**src/sv/fspp_pkg.sv**
```systemverilog
package fspp_pkg;

  localparam int MAX_LEN_DEF = 128;

  localparam logic [7:0] CH_AT    = 8'h40;
  localparam logic [7:0] CH_DOLLAR = 8'h24;
  localparam logic [7:0] CH_CR    = 8'h0D;
  localparam logic [7:0] CH_LF    = 8'h0A;
  localparam logic [7:0] CH_PLUS  = 8'h2B;
  localparam logic [7:0] CH_MINUS = 8'h2D;
  localparam logic [7:0] CH_ZERO  = 8'h30;

  localparam logic KIND_PAYLOAD  = 1'b0;
  localparam logic KIND_COMPLETE = 1'b1;

  typedef enum logic [2:0] {
    PH_IDLE    = 3'b001,
    PH_BODY    = 3'b010,
    PH_WAIT_LF = 3'b100
  } phase_t;

  typedef struct packed {
    logic              result_kind;
    logic              packet_kind;
    logic [7:0]        data_byte;
    logic [6:0]        byte_index;
    logic signed [7:0] number_value;
    logic [7:0]        packet_length;
    logic              overflow;
  } result_t;

endpackage

```
**src/sv/fspp_parse.sv**
```systemverilog
module fspp_parse import fspp_pkg::*; #(
  parameter int MAX_LEN = MAX_LEN_DEF
) (
  input  logic       clk,
  input  logic       rst_n,
  input  logic       step,
  input  logic [7:0] rx_byte,
  output logic       res_valid,
  output result_t    res
);

  localparam logic [7:0] MaxLen = 8'(MAX_LEN);

  phase_t     phase_r, phase_nxt;
  logic       is_number_r, is_number_nxt;
  logic [7:0] wc_r, wc_nxt;
  logic [7:0] acc_r, acc_nxt;
  logic       neg_r, neg_nxt;
  logic       dropped_r, dropped_nxt;
  logic [7:0] acc_step;
  logic [7:0] signed_val;

  // acc * 10 + (byte - '0'), mod 256
  assign acc_step = {acc_r[4:0], 3'b000} + {acc_r[6:0], 1'b0} + (rx_byte - CH_ZERO);
  assign signed_val = neg_r ? (8'd0 - acc_r) : acc_r;

  always_comb begin
    phase_nxt     = phase_r;
    is_number_nxt = is_number_r;
    wc_nxt        = wc_r;
    acc_nxt       = acc_r;
    neg_nxt       = neg_r;
    dropped_nxt   = dropped_r;
    res_valid     = 1'b0;
    res           = '0;
    res.packet_kind = is_number_r;

    unique case (phase_r)
      PH_BODY: begin
        if (rx_byte == CH_CR) begin
          phase_nxt = PH_WAIT_LF;
        end else if (wc_r >= MaxLen) begin
          dropped_nxt = 1'b1;
        end else begin
          if (is_number_r) begin
            if (wc_r == 8'd0 && rx_byte == CH_PLUS) begin
              neg_nxt = 1'b0;
            end else if (wc_r == 8'd0 && rx_byte == CH_MINUS) begin
              neg_nxt = 1'b1;
            end else begin
              acc_nxt = acc_step;
            end
          end
          res_valid       = 1'b1;
          res.result_kind = KIND_PAYLOAD;
          res.data_byte   = rx_byte;
          res.byte_index  = wc_r[6:0];
          wc_nxt          = wc_r + 8'd1;
        end
      end
      PH_WAIT_LF: begin
        if (rx_byte == CH_LF) begin
          phase_nxt         = PH_IDLE;
          res_valid         = 1'b1;
          res.result_kind   = KIND_COMPLETE;
          res.number_value  = is_number_r ? signed_val : 8'sd0;
          res.packet_length = wc_r;
          res.overflow      = dropped_r;
        end
      end
      default: begin
        // idle and any stray code
        phase_nxt = PH_IDLE;
        if (rx_byte == CH_AT || rx_byte == CH_DOLLAR) begin
          phase_nxt     = PH_BODY;
          is_number_nxt = (rx_byte == CH_DOLLAR);
          wc_nxt        = 8'd0;
          acc_nxt       = 8'd0;
          neg_nxt       = 1'b0;
          dropped_nxt   = 1'b0;
        end
      end
    endcase
  end

  always_ff @(posedge clk) begin
    if (!rst_n) begin
      phase_r     <= PH_IDLE;
      is_number_r <= 1'b0;
      wc_r        <= 8'd0;
      acc_r       <= 8'd0;
      neg_r       <= 1'b0;
      dropped_r   <= 1'b0;
    end else if (step) begin
      phase_r     <= phase_nxt;
      is_number_r <= is_number_nxt;
      wc_r        <= wc_nxt;
      acc_r       <= acc_nxt;
      neg_r       <= neg_nxt;
      dropped_r   <= dropped_nxt;
    end
  end

`ifndef SYNTHESIS
  a_count_bound: assert property (@(posedge clk) disable iff (!rst_n)
    wc_r <= MaxLen) else $error("body count beyond max length");

  a_payload_in_body: assert property (@(posedge clk) disable iff (!rst_n)
    step && res_valid && res.result_kind == KIND_PAYLOAD |-> phase_r == PH_BODY)
    else $error("payload word outside body");

  a_done_to_idle: assert property (@(posedge clk) disable iff (!rst_n)
    step && res_valid && res.result_kind == KIND_COMPLETE |=> phase_r == PH_IDLE)
    else $error("completion did not return to idle");

  a_drop_held: assert property (@(posedge clk) disable iff (!rst_n)
    step && phase_r == PH_BODY && rx_byte != CH_CR && wc_r == MaxLen |=> dropped_r)
    else $error("dropped byte not flagged");
`endif

endmodule

```
**src/sv/fspp_out_reg.sv**
```systemverilog
module fspp_out_reg import fspp_pkg::*; (
  input  logic    clk,
  input  logic    rst_n,
  input  logic    load_valid,
  input  result_t load_res,
  input  logic    out_stall,
  output logic    free,
  output logic    out_valid,
  output result_t out_res
);

  logic    valid_r;
  result_t res_r;

  // slot can take a new word when empty or being drained this cycle
  assign free      = !valid_r || !out_stall;
  assign out_valid = valid_r;
  assign out_res   = res_r;

  always_ff @(posedge clk) begin
    if (!rst_n) begin
      valid_r <= 1'b0;
    end else if (free) begin
      valid_r <= load_valid;
    end
  end

  always_ff @(posedge clk) begin
    if (free && load_valid) begin
      res_r <= load_res;
    end
  end

endmodule

```
**src/sv/framed_serial_packet_parser.sv**
```systemverilog
// framed serial packet parser
// in channel: one received serial byte per word (in_rx_byte), in_valid / in_stall
// out channel: one result word per payload byte or completed packet, out_valid /
//   out_stall; out_result_kind tells which, the other fields are zero when unused
// a packet is '@' (text) or '$' (number), body bytes, CR, then LF
// path: a taken byte waits in the input stage until the output register is free,
//   then the parser processes it and its result is loaded into the output register
// throughput: one byte per cycle while out_stall is low, set by the single update
//   of the parser state between the input stage and the output register
// bytes that cause no result (idle noise, CR, bytes while waiting for LF, bytes
//   beyond the length limit) are consumed by the parser and show nothing
// stall: a held output word blocks the parser; an empty input stage still takes one
//   more byte, after which in_stall rises until out_stall drops
// reset: synchronous active-low rst_n, parser returns to idle, both stages empty
module framed_serial_packet_parser import fspp_pkg::*; #(
  parameter int MAX_LEN = MAX_LEN_DEF
) (
  input  logic              clk,
  input  logic              rst_n,
  input  logic              in_valid,
  output logic              in_stall,
  input  logic [7:0]        in_rx_byte,
  output logic              out_valid,
  input  logic              out_stall,
  output logic              out_result_kind,
  output logic              out_packet_kind,
  output logic [7:0]        out_data_byte,
  output logic [6:0]        out_byte_index,
  output logic signed [7:0] out_number_value,
  output logic [7:0]        out_packet_length,
  output logic              out_overflow
);

  // input stage
  logic       s1_valid_r, s1_valid_nxt;
  logic [7:0] s1_byte_r;
  logic       in_take;

  // parser / output register handshake
  logic    out_free;
  logic    step;
  logic    res_valid;
  result_t res;
  result_t out_res;

  assign step     = s1_valid_r && out_free;
  assign in_stall = s1_valid_r && !out_free;
  assign in_take  = in_valid && !in_stall;

  always_comb begin
    s1_valid_nxt = s1_valid_r;
    if (in_take) begin
      s1_valid_nxt = 1'b1;
    end else if (step) begin
      s1_valid_nxt = 1'b0;
    end
  end

  always_ff @(posedge clk) begin
    if (!rst_n) begin
      s1_valid_r <= 1'b0;
    end else begin
      s1_valid_r <= s1_valid_nxt;
    end
  end

  always_ff @(posedge clk) begin
    if (in_take) begin
      s1_byte_r <= in_rx_byte;
    end
  end

  // frame state and per-byte result
  fspp_parse #(
    .MAX_LEN (MAX_LEN)
  ) u_parse (
    .clk       (clk),
    .rst_n     (rst_n),
    .step      (step),
    .rx_byte   (s1_byte_r),
    .res_valid (res_valid),
    .res       (res)
  );

  // result register
  fspp_out_reg u_out (
    .clk        (clk),
    .rst_n      (rst_n),
    .load_valid (step && res_valid),
    .load_res   (res),
    .out_stall  (out_stall),
    .free       (out_free),
    .out_valid  (out_valid),
    .out_res    (out_res)
  );

  assign out_result_kind   = out_res.result_kind;
  assign out_packet_kind   = out_res.packet_kind;
  assign out_data_byte     = out_res.data_byte;
  assign out_byte_index    = out_res.byte_index;
  assign out_number_value  = out_res.number_value;
  assign out_packet_length = out_res.packet_length;
  assign out_overflow      = out_res.overflow;

endmodule
```
**config.mk**
```make
export PLATFORM = sky130hd
export DESIGN_NAME = framed_serial_packet_parser
export DESIGN_NICKNAME = d
export VERILOG_FILES = /design/src/sv/fspp_pkg.sv /design/src/sv/fspp_parse.sv /design/src/sv/fspp_out_reg.sv /design/src/sv/framed_serial_packet_parser.sv
export SDC_FILE = /design/constraint.sdc
export NUM_CORES = 1
export LEC_CHECK = 0
export BUFFER_PORTS_ARGS = -buffer_cell sky130_fd_sc_hd__buf_2
export CORE_AREA = 2 2 78 80
export DETAILED_ROUTE_END_ITERATION = 10
export DIE_AREA = 0 0 80 82
export MAX_ROUTING_LAYER = met4
export PLACE_DENSITY = 0.8
export SLEW_MARGIN = 20
export SYNTH_ARGS = -nofsm -noshare
export SYNTH_HDL_FRONTEND = slang
export SYNTH_HIERARCHICAL = 1
export SYNTH_SLANG_ARGS = --single-unit
```
**constraint.sdc**
```tcl
create_clock -name clk -period 3.77 [get_ports clk]
set_input_delay 0.377 -clock clk [delete_from_list [all_inputs] [get_ports clk]]
set_output_delay 0.377 -clock clk [all_outputs]
set_load 0.02 [all_outputs]
```
**Yosys cells after proc, flatten, opt, wreduce, memory -nomap -nowiden**

Cells that the tools add are included.
W data, S select, Z words.

- Register bits after elaboration: 66
- Bits of input ports: 12
- Output and inout bits: 36
- Word-level logic and storage cells: 99

- Add/subtract/negate cells: 5
- Magnitude comparators: 1
- Equality and inequality tests: 17
- Multiplexer cells: 31
- Bitwise gates (word level): 3
- Reduce and logical (&&, ||, !) cells: 26

Operator list:

| operator | count |
|---|---|
| $mux W8 | 9 |
| $pmux W8 S2 | 2 |
| $eq A8 B6 Y1 const B | 3 |
| $add A8 B8 Y8 | 2 |
| $eq A8 B4 Y1 const B | 2 |
| $mux W1 | 13 |
| $reduce_and A5 Y1 | 2 |
| $reduce_and A3 Y1 | 3 |
| $add A8 B1 Y8 const B | 1 |
| $eq A8 B7 Y1 const B | 1 |
| $ge A8 B8 Y1 const B | 1 |
| $logic_not A8 Y1 | 1 |
| $ne A2 B1 Y1 const B | 4 |
| $ne A2 B2 Y1 const B | 4 |
| $reduce_and A8 Y1 | 1 |
| $sub A1 B8 Y8 const A | 1 |
| $sub A8 B6 Y8 const B | 1 |
| $logic_and A1 B1 Y1 | 7 |
| $reduce_and A7 Y1 | 1 |
| $mux W3 | 2 |
| $pmux W1 S2 | 3 |
| $pmux W3 S2 | 1 |
| $logic_not A1 Y1 | 4 |
| $reduce_bool A2 Y1 | 2 |
| 9 further kinds | 12 |

**Logic depth before layout (Yosys ltp)**

- Depth after elaboration: 8
- Mapped depth: 10
- Depth with buffers taken out: 10

**Modules after synthesis**

The synthesis kept the hierarchy.

By module, submodules not included:

| module | instances | cells each | area an instance (um2) | seq. area each (um2) |
|---|---|---|---|---|
| fspp_parse | 1 | 216 | 1838.0 | 440.4 |
| fspp_out_reg | 1 | 39 | 1062.3 | 1041.0 |
| framed_serial_packet_parser | 1 | 14 | 300.3 | 260.2 |

**Worst setup path after synthesis**

OpenSTA, ideal clock, no wires.

- Kind: reg2reg
- Start: register s1_byte_r[7]
- End: register u_out.res_r, in the netlist u_out/out_res[0], enable pin
- Setup time: 0.394 ns
- Data arrival time: 2.403 ns
- Data required time: 3.376 ns
- Setup slack: 0.972 ns
- Stages on the path, launching flop included: 6
- Buffers on the path: 0
- Period minus slack after synthesis: 2.798 ns
- Cell sequence: edfxtp_1 -> nor4_1 -> nand4b_1 -> o22ai_1 -> and3_1 -> and2_1

- Longest elaborated chain between the ends: 5
- Elaborated cells between the ends (all ways): 7
- Those cells by class: 2 x eq/ne; 3 x mux; 2 x reduce/logical

Ends and longest elaborated chain:

| what | line | text |
|---|---|---|
| start: declaration | framed_serial_packet_parser.sv:36 | `logic [7:0] s1_byte_r;` |
| start signal: assignment | framed_serial_packet_parser.sv:69 | `s1_byte_r <= in_rx_byte;` |
| $eq A8 B4 Y1 (on tied branches) | fspp_parse.sv:62, fspp_parse.sv:40 |  |
| $mux W1 (on tied branches) | fspp_parse.sv:62, fspp_parse.sv:40 |  |
| $pmux W1 S2 (*) | fspp_parse.sv:38 | `unique case (phase_r)` |
| net res_valid | framed_serial_packet_parser.sv:42 | `logic res_valid;` |
| $logic_and A1 B1 Y1 (*) | framed_serial_packet_parser.sv:89 | `.load_valid (step && res_valid),` |
| $logic_and A1 B1 Y1 (*) | fspp_out_reg.sv:29 | `if (free && load_valid) begin` |
| end signal: assignment | fspp_out_reg.sv:30 | `res_r <= load_res;` |
| end: declaration | fspp_out_reg.sv:13 | `result_t res_r;` |

The timed path passes the listed nets; every way through them passes the cells marked *.
A chain may end at the register's enable or synchronous reset.

**Final worst setup path**

- Start: register s1_byte_r[3]
- End: register u_parse.acc_r[7]

- Longest elaborated chain between the ends: 8
- Elaborated cells between the ends (all ways): 21
- Those cells by class: 2 x add/sub; 8 x eq/ne; 6 x mux; 5 x reduce/logical

Ends and longest elaborated chain:

| what | line | text |
|---|---|---|
| $sub A8 B6 Y8 | fspp_parse.sv:24 | `assign acc_step = {acc_r[4:0], 3'b000} + {acc_r[6:0], 1'b0} + (rx_byte - CH_ZERO);` |
| $add A8 B8 Y8 | fspp_parse.sv:24 |  |
| $mux W8 | fspp_parse.sv:48 | `end else if (wc_r == 8'd0 && rx_byte == CH_MINUS) begin` |
| $mux W8 | fspp_parse.sv:46 | `if (wc_r == 8'd0 && rx_byte == CH_PLUS) begin` |
| $mux W8 | fspp_parse.sv:45 | `if (is_number_r) begin` |
| $mux W8 | fspp_parse.sv:42 | `end else if (wc_r >= MaxLen) begin` |
| $mux W8 | fspp_parse.sv:40 | `if (rx_byte == CH_CR) begin` |
| $pmux W8 S2 | fspp_parse.sv:38 |  |
| end signal: assignment | fspp_parse.sv:98 | `acc_r <= acc_nxt;` |
| end: declaration | fspp_parse.sv:17 | `logic [7:0] acc_r, acc_nxt;` |

Parallel ways exist; a longest one is shown, timed or not. The select of a mux whose other input is x is not followed.

==> results by group <==
Worst setup path
  • WP buf/inv: 2
  • CP startpoint kind: register
  • Worst Setup Path Type: register to register
  • Crit path largest cell delay: 0.54 ns
  • CP Cell Sequence: inv_1 -> fa_1 -> inv_1 -> ha_1 -> ha_1 -> fa_1 -> a21o_1 -> a21oi_1 -> xnor2_1 -> a32o_1
  • Delay-heaviest family, CP: adder cells
  • WP data arrival: 3.08 ns
  • Worst path slowest cell: fa_1
  • CP Data Required Time: 4.01 ns
  • Capturing element type of the critical path: register
  • Critical path fanouts, max: 5

Pwr
  • Max VDD drop: 0.0002391 V
  • Pleak: 1.335 nW
  • Power, Total: 1.510 mW
  • Power Dens Cells: 406.2 nW/µm²

Clocking
  • CTS Root Cell: clkbuf_8
  • Maximum buffer depth of the clock tree: 2
  • # Post-CTS Setup Buffers: 0
  • CTS buffer count: 9
  • Clock Sinks: 66
  • H-tree depth: 3
  • Hold-fix buffers, CTS: 0
  • CTS resizes: 0
  • CTS tree: done
  • Clk_lat worst skew: 0.35 ns
  • Clk slew on worst S/H paths: 0.08 ns

Timing
  • Post-layout min period: 2.844 ns
  • RSZ-0062 raised after global routing: no
  • Final Skew: 0.009255 ns
  • Final worst-path cycle share: 0.7544
  • Final worst slack: 0.9260 ns
  • Fin Setup TNS: 0 ns
  • Peak Freq: 351.6 MHz
  • Max_slew headroom: 0.5713
  • Worst-margin pin slew: 0.6418 ns
  • Fin. max-slew vios: 0
  • Hold Vio Cnt, Final: 0
  • Setup-failing EPs final: 0

GRT
  • GRT Residual Overflow: 0
  • First-pass GRT wire length: 10180 µm
  • Vias in the first global route: 2126
  • Largest net degree at the start of global routing: 35
  • Global Route Usage Sum: 0.2144
  • Antenna violations before repair: 0

Worst hold path
  • Hold WC Path Type: primary input to register

Drt
  • Routed Antenna Nets: 0
  • # DRC: 0
  • DRT iter0 DRCs: 217
  • Vias/cell: 5.543
  • Wirelength per Cell: 15.24 µm
  • Via count: 2217
  • Routed WL: 6094 µm
  • DRT Pass-1 Iters: 4

Synthesis
  • EDFF count, synth: 42
  • Post-Syn Instances: 269
  • Netlist Area Pre-Place: 3201 µm²
  • Synthesized flop and latch total: 66
  • Ys async rst share: 0
  • Yosys synthesis warning count: 6
  • Register area share after synthesis: 0.5442
  • Post-Syn Nets: 300
  • Mapped Avg Cell Area: 11.90 µm²
  • Main flop type after synthesis: edfxtp_1
  • Synth cell types: 54

Layout
  • Final net count: 351
  • Area Overhead vs Synth: 16.18%
  • Post-Route Utilization: 0.6472
  • Fillers: 453
  • Final std cells w/o fill: 400
  • Ant diodes: 0
  • Share of layout cells above drive strength 1: 0.2369

Place
  • Port bufs: 47
  • GPL Wtd Cong: 0.8646
  • Dpl ws: 0.9264 ns
  • Hpwl dp: 4299 µm
  • # placed instances: 384

Die
  • FP Rows: 28
  • Die Area: 6560 µm²
  • Die X: 80 µm
  • IO Count: 48
  • Core area: 5746 µm²
  • Starting Density: 0.5571
  • Die Height: 82 µm

Flow run
  • Max-cap violations: 0

Status
  • Status: finished clean
[final cells by class]
type	instances	area, µm²	share of cell area
Timing Repair Buffer	48	242.7	0.06528
Clock inverter	7	101.3	0.02725
Inverter	20	75.07	0.02019
Clock buffer	9	123.9	0.03331
Multi-Input combinational cell	175	1340	0.3604
Tap cell	75	93.84	0.02524
Sequential cell	66	1742	0.4684
[layout by cell type, fill, tap and decap left out, drive strengths merged, types with 10 or more instances in the layout]
master   n
a21oi   13
and2    20
buf     48
dfxtp   24
edfxtp  42
ha      14
inv     22
nand2   12
nor2    10
nor3    11
[cell usage after synthesis (all sizes together), types with 2 or more instances]
cell type,number,area share
nor2,10,0.012
edfxtp,42,0.39
buf,4,0.0090
a21oi,13,0.020
o31ai,4,0.0094
or4,3,0.0070
nand2,12,0.014
a21o,2,0.0047
xnor2,7,0.019
inv,20,0.023
or3,4,0.0078
fa,5,0.031
or3b,2,0.0055
and2,20,0.039
mux2i,2,0.0063
nor4b,4,0.011
o22ai,2,0.0059
xor2,5,0.014
a32o,8,0.025
nor2b,7,0.016
o2bb2ai,2,0.0055
dfxtp,24,0.15
and3,4,0.0082
nor3,11,0.017
nor3b,3,0.0086
clkbuf,4,0.0047
o21ai,8,0.013
ha,14,0.055
nand3,6,0.0094
[flip-flops by register name (all words and copies together), names as in the netlist]
signal,cells
u_parse/is_number_r,1
u_parse/wc_r,8
s1_valid_r,1
u_out/out_valid,1
u_parse/dropped_r,1
u_out/out_res,34
s1_byte_r,8
u_parse/phase_r,3
u_parse/acc_r,8
u_parse/neg_r,1
[through the flow]
step / hold slack [ns] / area, µm²
6_report: 0.1979 / 3719
5_1_grt: 0.1884 / 3719
4_1_cts: 0.1879 / 3719
3_5_place_dp: 0.4505 / 3493
3_3_place_gp: 0.4437 / 3493
2_1_floorplan: 0.4326 / 3201
[layer usage]
metal  up-vias  track usage  routed length [µm]
li1       1078            -                   -
met1      1052       0.2836                2842
met2        75       0.3175                2746
met3        12      0.04615                 374
met4         0       0.1000                 131
met5         -            -                   0
[logic make-up (layout without fill, tap and decap cells)]
logic type | count (synthesis) | in the layout | synth area share
buffers and inverters | 28 | 84 | 0.03714
DFF | 66 | 66 | 0.5442
AOI/OAI and AO/OA | 48 | 48 | 0.1145
xor gates and xnor gates | 12 | 12 | 0.03284
muxes | 3 | 3 | 0.009773
adders and majority gates | 19 | 19 | 0.08601
and+or+nand+nor | 93 | 93 | 0.1755
[where the power goes]
part           switching (mW)  leakage, nW  internal (mW)
Sequential             0.0134        0.535          0.770
Combinational          0.0304        0.694         0.0263
Clock                   0.293        0.106          0.378
[path summary, 6_finish.rpt]
| kind | slack (ns) | cells after the start | to | from |
|---|---|---|---|---|
| worst max-delay path | 0.93 | 10 | u_parse/acc_r[7] | s1_byte_r[3] |
| worst min-delay path | 0.20 | 1 | s1_byte_r[4] | in_rx_byte[4] |
| worst max register to register | 0.93 | 10 | u_parse/acc_r[7] | s1_byte_r[3] |
| worst min register to register | 0.46 | 2 | u_parse/dropped_r | u_parse/dropped_r |
Note: power is estimated with default switching activity, not from simulation.
